===== config.mk =====
export PLATFORM = sky130hd
export DESIGN_NAME = egsp_ctrl
export DESIGN_NICKNAME = d
export VERILOG_FILES = /design/src/sv/egsp_pkg.sv /design/src/sv/egsp_ctrl.sv
export SDC_FILE = /design/constraint.sdc
export NUM_CORES = 1
export LEC_CHECK = 0
export BUFFER_PORTS_ARGS = -buffer_cell sky130_fd_sc_hd__buf_2
export CAP_MARGIN = 40
export CORE_AREA = 5 5 42 44
export CTS_CLUSTER_SIZE = 14
export DETAILED_ROUTE_END_ITERATION = 12
export DIE_AREA = 0 0 47 49
export REMOVE_ABC_BUFFERS = 1
export SKIP_CTS_REPAIR_TIMING = 1
export SLEW_MARGIN = 20
export SYNTH_ARGS = -nofsm -noshare
export SYNTH_HDL_FRONTEND = slang
export SYNTH_SLANG_ARGS = --single-unit

===== constraint.sdc =====
create_clock -name clk -period 1.8 [get_ports clk]
set_clock_uncertainty 0.2 [all_clocks]
set_input_delay 0.18 -clock clk [delete_from_list [all_inputs] [get_ports clk]]
set_output_delay 0.18 -clock clk [all_outputs]
set_load 0.03 [all_outputs]

===== src/sv/egsp_pkg.sv =====
// Shared types, constants and codes for the epoch-guarded slot probe block.
// Used by egsp_ctrl, egsp_dp and epoch_guarded_slot_probe_top; no dependencies.
`default_nettype none

package egsp_pkg;

  localparam int unsigned SLOTS_PER_REGION_DEF = 1024;
  localparam int unsigned REGION_COUNT_DEF     = 3;

  localparam int COUNT_W   = 11;
  localparam int POS_W     = 10;
  localparam int EPOCH_W   = 64;
  localparam int FLAG_W    = 8;
  localparam int REGION_W  = 2;
  localparam int CFG_IDX_W = 2;

  localparam int IN_DATA_W  = 224;
  localparam int IN_USER_W  = 3;
  localparam int OUT_DATA_W = 80;

  localparam logic [COUNT_W-1:0] COUNT_RESET = 11'd1024;

  localparam logic [CFG_IDX_W-1:0] REG_PRIME  = 2'd0;
  localparam logic [CFG_IDX_W-1:0] REG_CACHE  = 2'd1;
  localparam logic [CFG_IDX_W-1:0] REG_BACKUP = 2'd2;

  localparam logic [REGION_W-1:0] REGION_PRIME  = 2'd0;
  localparam logic [REGION_W-1:0] REGION_CACHE  = 2'd1;
  localparam logic [REGION_W-1:0] REGION_BACKUP = 2'd2;

  localparam logic MODE_STORE = 1'b0;
  localparam logic MODE_PROBE = 1'b1;

  localparam int FLAG_VALID_BIT = 0;
  localparam int FLAG_TOMB_BIT  = 1;

  typedef enum logic [1:0] {
    STATUS_OK,
    STATUS_NO_SLOTS,
    STATUS_FULL,
    STATUS_BAD_HOME
  } egsp_status_t;

  typedef struct packed {
    logic [EPOCH_W-1:0] guard;
    logic [EPOCH_W-1:0] visible;
    logic [EPOCH_W-1:0] digest;
    logic [FLAG_W-1:0]  flags;
  } egsp_slot_t;

  typedef enum logic [2:0] {
    ST_CLEAR,
    ST_IDLE,
    ST_DECODE,
    ST_PROBE,
    ST_FINISH
  } egsp_state_t;

  typedef struct packed {
    logic clear;
    logic load;
    logic store;
    logic check;
    logic run;
    logic emit;
  } egsp_cmd_t;

  typedef struct packed {
    logic clear_last;
    logic is_probe;
    logic check_err;
    logic walk_end;
    logic out_free;
  } egsp_stat_t;

endpackage

`default_nettype wire


===== src/sv/egsp_ctrl.sv =====
// Controller state machine: clearing pass, item intake, store/probe sequencing, result hand-off.
// Depends on egsp_pkg; drives egsp_dp through command/status structs.
`default_nettype none

module egsp_ctrl (
  input  wire logic                    clk,
  input  wire logic                    rst,
  input  wire logic                    in_valid,
  output logic                         in_ready,
  input  wire egsp_pkg::egsp_stat_t    stat,
  output egsp_pkg::egsp_cmd_t          cmd
);
  import egsp_pkg::*;

  egsp_state_t state, state_next;

  always_ff @(posedge clk) begin
    if (rst) begin
      state <= ST_CLEAR;
    end else begin
      state <= state_next;
    end
  end

  always_comb begin
    state_next = state;
    unique case (state)
      ST_CLEAR: begin
        if (stat.clear_last) state_next = ST_IDLE;
      end
      ST_IDLE: begin
        if (in_valid) state_next = ST_DECODE;
      end
      ST_DECODE: begin
        if (!stat.is_probe || stat.check_err) state_next = ST_FINISH;
        else state_next = ST_PROBE;
      end
      ST_PROBE: begin
        if (stat.walk_end) state_next = ST_FINISH;
      end
      ST_FINISH: begin
        if (stat.out_free) state_next = ST_IDLE;
      end
      default: state_next = ST_CLEAR;
    endcase
  end

  always_comb begin
    cmd      = '0;
    in_ready = 1'b0;
    unique case (state)
      ST_CLEAR: cmd.clear = 1'b1;
      ST_IDLE: begin
        in_ready = 1'b1;
        cmd.load = in_valid;
      end
      ST_DECODE: begin
        cmd.store = !stat.is_probe;
        cmd.check = stat.is_probe;
      end
      ST_PROBE:  cmd.run  = 1'b1;
      ST_FINISH: cmd.emit = stat.out_free;
      default: ;
    endcase
  end

  a_emit_when_free: assert property (@(posedge clk) disable iff (rst)
    cmd.emit |-> stat.out_free) else $error("result emitted over a pending one");

  a_one_cmd: assert property (@(posedge clk) disable iff (rst)
    $onehot0(cmd)) else $error("more than one datapath command");

  a_walk_to_finish: assert property (@(posedge clk) disable iff (rst)
    (state == ST_PROBE) && stat.walk_end |=> state == ST_FINISH)
    else $error("walk end did not reach finish");

endmodule

`default_nettype wire


==> results of run 1 <==
-- metrics by stage --
| step | TNS, ns | util (%) | std cells | power [W] | area [µm²] |
|---|---|---|---|---|---|
| 3_5_place_dp | 0 | 22.7 | 61 | 0.000220 | 318 |
| 3_3_place_gp | 0 | 22.7 | 61 | 0.000219 | 318 |
| 4_1_cts | -0.0108 | 24.6 | 65 | 0.000342 | 344 |
| 6_report | 0 | 25.6 | 66 | 0.000339 | 359 |
| 5_1_grt | 0 | 25.6 | 66 | 0.000371 | 359 |
| 2_1_floorplan | -0.284 | - | 31 | 0.000182 | 228 |
-- layout make-up --
class | instances | area (µm²)
inverters | 2 | 7.51
clock buffers | 4 | 26.3
flip-flops and latches | 3 | 62.6
well taps | 16 | 20.0
repair buffers | 15 | 82.6
fillers | 173 | 1040
multi-input cells | 26 | 160
-- cell families (layout without fill, tap and decap cells) --
kind of cell | Yosys count | count (layout) | share of synthesized area, %
AND/OR/NAND/NOR | 18 | 18 | 43.1
flip-flops | 3 | 3 | 24.6
buffers and inverters | 4 | 21 | 9.74
AO/OA/AOI/OAI | 8 | 8 | 22.6
-- report_power, final --
| group | internal [W] | leakage (nW) | switching (W) | total [W] |
|---|---|---|---|---|
| Combinational | 0.0000491 | 0.124 | 0.0000739 | 0.000123 |
| Sequential | 0.0000773 | 0.0253 | 0.0000211 | 0.0000984 |
| Clock | 0.0000830 | 0.0150 | 0.0000342 | 0.000117 |
| Total | 0.000209 | 0.165 | 0.000129 | 0.000339 |
-- per-layer routing --
layer	GRT usage [%]	up-vias	share of wire, %
li1	-	153	-
met1	6.36	124	42
met2	8.14	6	49
met3	5.54	0	8.7
met4	1.38	0	0
met5	0	-	0
-- worst min-delay path: stages --
cell and delay (ns):
buf_2 0.08, o31a_2 0.11, or4_1 0.09, a21oi_1 0.05
-- layout by cell type (no fill, tap or decap), drive strengths merged, types with 2 or more instances in the layout --
| master | count |
|---|---|
| o21ai | 3 |
| nand2 | 2 |
| dfxtp | 3 |
| inv | 2 |
| clkbuf | 4 |
| nor3 | 4 |
| a21oi | 2 |
| nor2 | 4 |
| nand2b | 2 |
| buf | 14 |
-- path summary, 6_finish.rpt --
check,from,endpoint,slack (ns),depth (start not counted)
setup / recovery,state[1]$_SDFFE_PP0P_,cmd[3],0.1,3
hold reg to reg,state[0]$_SDFFE_PP0P_,state[0]$_SDFFE_PP0P_,0.36,2
setup reg to reg,state[2]$_SDFFE_PP0P_,state[0]$_SDFFE_PP0P_,0.20,4
hold / removal,stat[2],state[0]$_SDFFE_PP0P_,0.12,4
==> impl_metrics.tcl, run 1 <==
set metrics [dict create \
    critical_path.cell_chain "or2b_2 -> nor3_1 -> buf_4" \
    achievable-frequency_mhz 588 \
    ys_async_sr_fraction_pct 0 \
    synthTopCellsByArea "dfxtp_1, nor3_1, nor2_1" \
    chipWidth_um 47 \
    powerDensity_mw_per_mm2 943 \
    number_of_buffers_and_inverters_on_the_critical_path 1 \
    grt_overflow_total 0 \
    cp_top_family "simple AND/OR/NAND/NOR gates" \
    h-tree-depth 1 \
    cts_buffer_depth 2 \
    sequential_to_total_area_share_from_yosys_stat_pct 24.6 \
    die_area_mm2 0.00230 \
    crit_path_max_fanout 9 \
    fin_crit_period_ns 1.70 \
    grt_pass1_vias 253 \
    core-area_mm2 0.00140 \
    setup_viol_count_final 0 \
    peakVddDrop_mv 0.340 \
    synthesis.area_per_instance_um2 7.39 \
    timing.critical_path.required_ns 1.42 \
    route.detailed.drc 0 \
    synth_cell_type_count 20 \
    finalNetCount 59 \
    slowest_cp_cell "dfxtp_2" \
    syn_inst 33 \
    syn_to_final_growth_pct 47.2 \
    regMostFlops "state" \
    synthFlopType "dfxtp_1" \
    timing.hold.worst.class "input pin to flip-flop" \
    finalHoldWorstSlack_ns 0.118 \
    antenna_cells 0 \
    clk_transition_reported_paths_ns 0.04 \
    placement.io_buffers 14 \
    critical-path-max-stage-delay_ns 0.40 \
    grt_antenna_before_repair 0 \
    finalWirelength_um 588 \
    grt_start_max_net_pins 14 \
    synth.top_cells.by_count "nor2_1, nor3_1, dfxtp_1" \
    cap_viol_max_count 0 \
    syn_area_um2 244 \
    vias 283 \
    slew-limit-headroom_pct 66.4 \
    yosys.area.top_type_share_pct 24.6 \
    pin_count 15 \
    cp-end-kind "output pin" \
    cts_tree "built" \
    final-hold-violation-count 0 \
    critPathArrivalTime_ns 1.32 \
    setup.worst_path.class "flip-flop to output pin" \
    cts.root.buffer_cell "clkbuf_4" \
    result_of_the_run "completed" \
    largest_register_ff_count 3 \
    slew_viol_final 0 \
    wire_length_of_the_first_global_routing_pass_um 966 \
    first_pass_iters 2 \
    final_layout_size_suffix_gt1_share_pct 46.0 \
    dpl.hpwl_um 481 \
    ant_nets 0 \
    worst_slew_pin_slew_ns 0.491 \
    synth_area_leader_cell "dfxtp_1" \
    cts_inserted_buffers 3 \
    clock_sink_count 3 \
    rsz0062_at_grt "no" \
    top_regs "state x3" \
    routed_via_density 4.29 \
    timing.final.crit_share_pct 94.5 \
    post-route-worst-setup-slack_ns 0.0997 \
    yosys_register_bits 3 \
    cp-start-kind "flip-flop" \
    gp_congestion 0.687 \
    initial_utilization_pct 17.4 \
    synth-warning-count 0 \
    detailedPlace.worstSlack_ns 0.147 \
    worstSkewPairLatency_ns 0.23 \
    synth_enable_flop_cells 0 \
    wl_per_cell_um 8.91 \
    grtUsageTotal_pct 5.84 \
    placement_rows 14 \
    detail_route.iter0.violations 3 \
    chipHeight_um 49 \
    power.static_leakage_nw 0.165 \
]
(Power assumes the default switching activity.)
==> run 2: changes to the inputs <==
--- a/config.mk
+++ b/config.mk
@@ -9,5 +9,5 @@
 export CAP_MARGIN = 40
 export CORE_AREA = 5 5 42 44
-export CTS_CLUSTER_SIZE = 14
+export CTS_CLUSTER_SIZE = 20
 export DETAILED_ROUTE_END_ITERATION = 12
 export DIE_AREA = 0 0 47 49
==> constraint.sdc (replaced) <==
create_clock -name clk -period 1.8 [get_ports clk]
set_clock_uncertainty 0.2 [all_clocks]
set_input_delay 0.36 -clock clk [delete_from_list [all_inputs] [get_ports clk]]
set_output_delay 0.36 -clock clk [all_outputs]
set_load 0.03 [all_outputs]
==> impl_metrics.tcl, run 2 (same netlist as run 1, synthesis figures left out) <==
set metrics [dict create \
    routed_via_density 4.21 \
    syn_to_final_growth_pct 56.9 \
    pwr-share-clk_pct 32.7 \
    clock_sink_count 3 \
    setup.worst_path.class "flip-flop to output pin" \
    holdPathStages 2 \
    finalNetCount 60 \
    met3_length_um 50 \
    die_area_mm2 0.00230 \
    result_of_the_run "completed" \
    p_switching_w 0.000136 \
    largest_register_ff_count 3 \
    cap_viol_max_count 0 \
    chipWidth_um 47 \
    powerDensity_mw_per_mm2 939 \
    cts.root.buffer_cell "clkbuf_4" \
    top_regs "state x3" \
    final-hold-violation-count 0 \
    numPlacedInstances 63 \
    rsz0062_at_grt "no" \
    power_frac_comb_pct 41.7 \
    wire_length_of_the_first_global_routing_pass_um 986 \
    finalWirelength_um 659 \
    timing.hold.worst.class "input pin to flip-flop" \
    cts_inserted_buffers 3 \
    layout.area.seq_um2 62.6 \
    worstSkewPairLatency_ns 0.23 \
    top_layer "met3" \
    achievable-frequency_mhz 578 \
    slew_viol_final 0 \
    clk_transition_reported_paths_ns 0.04 \
    routed_length_on_met1_um 267 \
    number_of_buffers_and_inverters_on_the_critical_path 1 \
    cts_tree "built" \
    core-area_mm2 0.00140 \
    final_layout_size_suffix_gt1_share_pct 52.9 \
    route.detailed.drc 0 \
    commonest_non_fill_non_tap_cells_in_the_layout "buf_2, nor2_1, nor3_1, clkbuf_4, buf_4" \
    power.sequential.fraction_pct 25.5 \
    grt_antenna_before_repair 0 \
    critical-path-max-stage-delay_ns 0.35 \
    fin_crit_period_ns 1.73 \
    multiInputGateArea_um2 173 \
    h-tree-depth 1 \
    cp.depth 3 \
    crit_path_max_fanout 8 \
    chipHeight_um 49 \
    grt_pass1_vias 258 \
    placement_rows 14 \
    setup_viol_count_final 0 \
    timing.final.crit_share_pct 96.1 \
    wl_met2_um 341 \
    power.static_leakage_nw 0.180 \
    num-fill-cells 169 \
    cp_top_family "simple AND/OR/NAND/NOR gates" \
    worst_slew_pin_slew_ns 0.509 \
    slew-limit-headroom_pct 65.2 \
    grt_start_max_net_pins 9 \
    vias 282 \
    critical_path.cell_chain "or2b_4 -> nor2_1 -> buf_2" \
    switching_share_of_power_pct 37.9 \
    critPathArrivalTime_ns 1.17 \
    grt_overflow_total 0 \
    worstRegToRegCells 5 \
    pin_count 15 \
    dpl.hpwl_um 522 \
    cts_buffer_depth 2 \
    first_pass_iters 4 \
    cp-start-kind "flip-flop" \
    initial_utilization_pct 17.4 \
    final_cells 67 \
    peakVddDrop_mv 0.298 \
    grtUsageTotal_pct 6.26 \
    cp-end-kind "output pin" \
    slowest_cp_cell "dfxtp_2" \
    wl_per_cell_um 9.84 \
    timing.critical_path.required_ns 1.24 \
    cellInternalPower_w 0.000223 \
    placement.io_buffers 14 \
    antenna_cells 0 \
    gp_congestion 0.683 \
    detail_route.iter0.violations 6 \
    ant_nets 0 \
    mostFrequentLayoutCell "buf_2" \
    regMostFlops "state" \
    finalSetupTns_ns 0 \
]
==> run 2: power groups by stage <==
| stage | Combinational [W] | Sequential [W] | Clock, W |
|---|---|---|---|
| after floorplan | 0.0000894 | 0.0000924 | 0 |
| after global placement | 0.000140 | 0.0000908 | 0 |
| after detailed placement | 0.000142 | 0.0000906 | 0 |
| after CTS | 0.000142 | 0.0000895 | 0.000125 |
| after global routing | 0.000162 | 0.0000929 | 0.000131 |
| final | 0.000150 | 0.0000917 | 0.000118 |
==> run 2: routing by layer <==
layer | up-vias | global-route usage [%]
met3 | 0 | 3.32
met2 | 6 | 8.82
met5 | - | 0
met1 | 124 | 6.36
met4 | 0 | 5.53
li1 | 152 | -
==> run 2: cell type report <==
class	instances	area share (%)
Timing Repair Buffer	16	24.5
Sequential cell	3	16.3
Multi-Input combinational cell	26	45.1
Clock buffer	4	6.86
Tap cell	16	5.23
Inverter	2	1.96
==> run 2: stage by stage <==
stage               power, W  util (%)  hold WS [ns]  instance area, µm²  worst slack [ns]
finish              0.000359      27.3         0.105                 383            0.0701
global route        0.000386      27.3         0.121                 383           0.00411
CTS                 0.000356      25.6         0.106                 359           -0.0800
detailed placement  0.000232      23.8         0.356                 333             0.104
global placement    0.000231      23.8         0.355                 333             0.106
floorplan           0.000182         -         0.229                 228            -0.447
==> run 2: final timing paths <==
path | end | from | slack [ns]
worst min-delay path | state[2]$_SDFFE_PP0P_ | rst | 0.11
worst min register to register | state[1]$_SDFFE_PP0P_ | state[2]$_SDFFE_PP0P_ | 0.32
worst max register to register | state[0]$_SDFFE_PP0P_ | state[1]$_SDFFE_PP0P_ | 0.17
worst max-delay path | cmd[2] | state[2]$_SDFFE_PP0P_ | 0.07
==> run 2: worst reg2reg max path: cells and delay by family (launching register included) <==
family                 cells  cell delay [ns]
flip-flops                 1             0.31
AO/OA/AOI/OAI              3             0.34
AND/OR/NAND/NOR            1             0.54
buffers and inverters      1             0.16
==> run 3: changes to the inputs <==
- clock period: 1.8 -> 2.03 ns (I/O delays scaled with it)
==> impl_metrics.tcl, run 3 (same netlist as run 1, synthesis figures left out) <==
set metrics [dict create \
    mostFrequentLayoutCell "buf_2" \
    dpl.hpwl_um 531 \
    grt-busiest-layer "met2" \
    commonest_non_fill_non_tap_cells_in_the_layout "buf_2, nor2_1, nor3_1" \
    grt_overflow_total 0 \
    cts_tree "built" \
    wl_per_cell_um 9.56 \
    grtUsageTotal_pct 5.98 \
    setup_viol_count_final 0 \
    finalNetCount 59 \
    post-route-worst-setup-slack_ns 0.116 \
    grt_start_max_net_pins 14 \
    placement_rows 14 \
    layout.area.seq_um2 61.3 \
    critical_path.cell_chain "or2b_2 -> nor3_1 -> buf_2" \
    critPathArrivalTime_ns 1.31 \
    cts.root.buffer_cell "clkbuf_4" \
    final-hold-violation-count 0 \
    cp-start-kind "flip-flop" \
    post-route-cell-area_um2 353 \
    cts_inserted_buffers 3 \
    timing.final.crit_share_pct 94.3 \
    powerDensity_mw_per_mm2 852 \
    cts_buffer_depth 2 \
    finalSetupTns_ns 0 \
    fin_crit_period_ns 1.91 \
    final_layout_size_suffix_gt1_share_pct 46.0 \
    finalWirelength_um 631 \
    syn_to_final_growth_pct 44.6 \
    top_regs "state x3" \
    cap_viol_max_count 0 \
    worstSkewPairLatency_ns 0.23 \
    multiInputGateArea_um2 160 \
    ant_nets 0 \
    final_core_util_pct 25.2 \
    cp-end-kind "output pin" \
    final_cells 66 \
    globalRouteMet3Util_pct 3.69 \
    power.static_leakage_nw 0.166 \
    h-tree-depth 1 \
    pin_count 15 \
    grt_pass1_vias 242 \
    timing.hold.worst.class "input pin to flip-flop" \
    wire_length_of_the_first_global_routing_pass_um 966 \
    numPlacedInstances 62 \
    vias 283 \
    clock_sink_count 3 \
    slowest_cp_cell "dfxtp_1" \
    chipWidth_um 47 \
    result_of_the_run "completed" \
    antenna_cells 0 \
    grt_use_met2_pct 9.05 \
    place_area_um2 325 \
    cp_top_family "simple AND/OR/NAND/NOR gates" \
    slew-limit-headroom_pct 61.7 \
    core-area_mm2 0.00140 \
    first_pass_iters 1 \
    slew_viol_final 0 \
    grt_antenna_before_repair 0 \
    global_route.usage.met1_pct 5.69 \
    setup.worst_path.class "flip-flop to output pin" \
    gp_congestion 0.665 \
    routed_via_density 4.29 \
    largest_register_ff_count 3 \
    critical-path-max-stage-delay_ns 0.36 \
    regMostFlops "state" \
    detailedPlace.worstSlack_ns 0.244 \
    clk_transition_reported_paths_ns 0.04 \
    die_area_mm2 0.00230 \
    num-fill-cells 168 \
    chipHeight_um 49 \
    number_of_buffers_and_inverters_on_the_critical_path 1 \
    timing.critical_path.required_ns 1.42 \
    detail_route.iter0.violations 0 \
    peakVddDrop_mv 0.226 \
    achievable-frequency_mhz 523 \
    crit_path_max_fanout 8 \
    initial_utilization_pct 17.4 \
    worst_slew_pin_slew_ns 0.560 \
    route.detailed.drc 0 \
    placement.io_buffers 14 \
    rsz0062_at_grt "no" \
]
[run 3: cell type report]
type / count / area share, %
Inverter: 2 / 2.13
Timing Repair Buffer: 15 / 22.0
Clock buffer: 4 / 7.45
Sequential cell: 3 / 17.4
Multi-Input combinational cell: 26 / 45.4
Tap cell: 16 / 5.67
[run 3: final timing paths]
check,from,end,slack (ns),cells after the start
max reg2reg,state[2]$_SDFFE_PP0P_,state[0]$_SDFFE_PP0P_,0.39,4
min reg2reg,state[0]$_SDFFE_PP0P_,state[0]$_SDFFE_PP0P_,0.37,2
max,state[2]$_SDFFE_PP0P_,cmd[3],0.12,3
min,rst,state[0]$_SDFFE_PP0P_,0.16,2
[run 3: metrics by stage]
| stage | hold WS [ns] | total power (W) |
|---|---|---|
| after floorplan | 0.275 | 0.000161 |
| after global placement | 0.363 | 0.000197 |
| after detailed placement | 0.386 | 0.000200 |
| after CTS | 0.154 | 0.000308 |
| after global routing | 0.158 | 0.000326 |
| final | 0.157 | 0.000301 |
[run 3: worst register-to-register path: stages, from the launching register on]
cell	delay, ns
dfxtp_1	0.44
or2b_2	0.21
o21ai_2	0.07
or4_1	0.50
a21oi_1	0.14
[run 3: where the power goes]
part / switching, W / internal (W) / leakage, nW
Clock: 0.0000286 / 0.0000735 / 0.0150
Combinational: 0.0000705 / 0.0000440 / 0.126
Sequential: 0.0000159 / 0.0000681 / 0.0248
[run 3: per-layer routing]
metal,up-vias,routed length (µm)
li1,150,-
met2,8,332
met3,0,63
met4,0,0
met5,-,0
met1,125,234
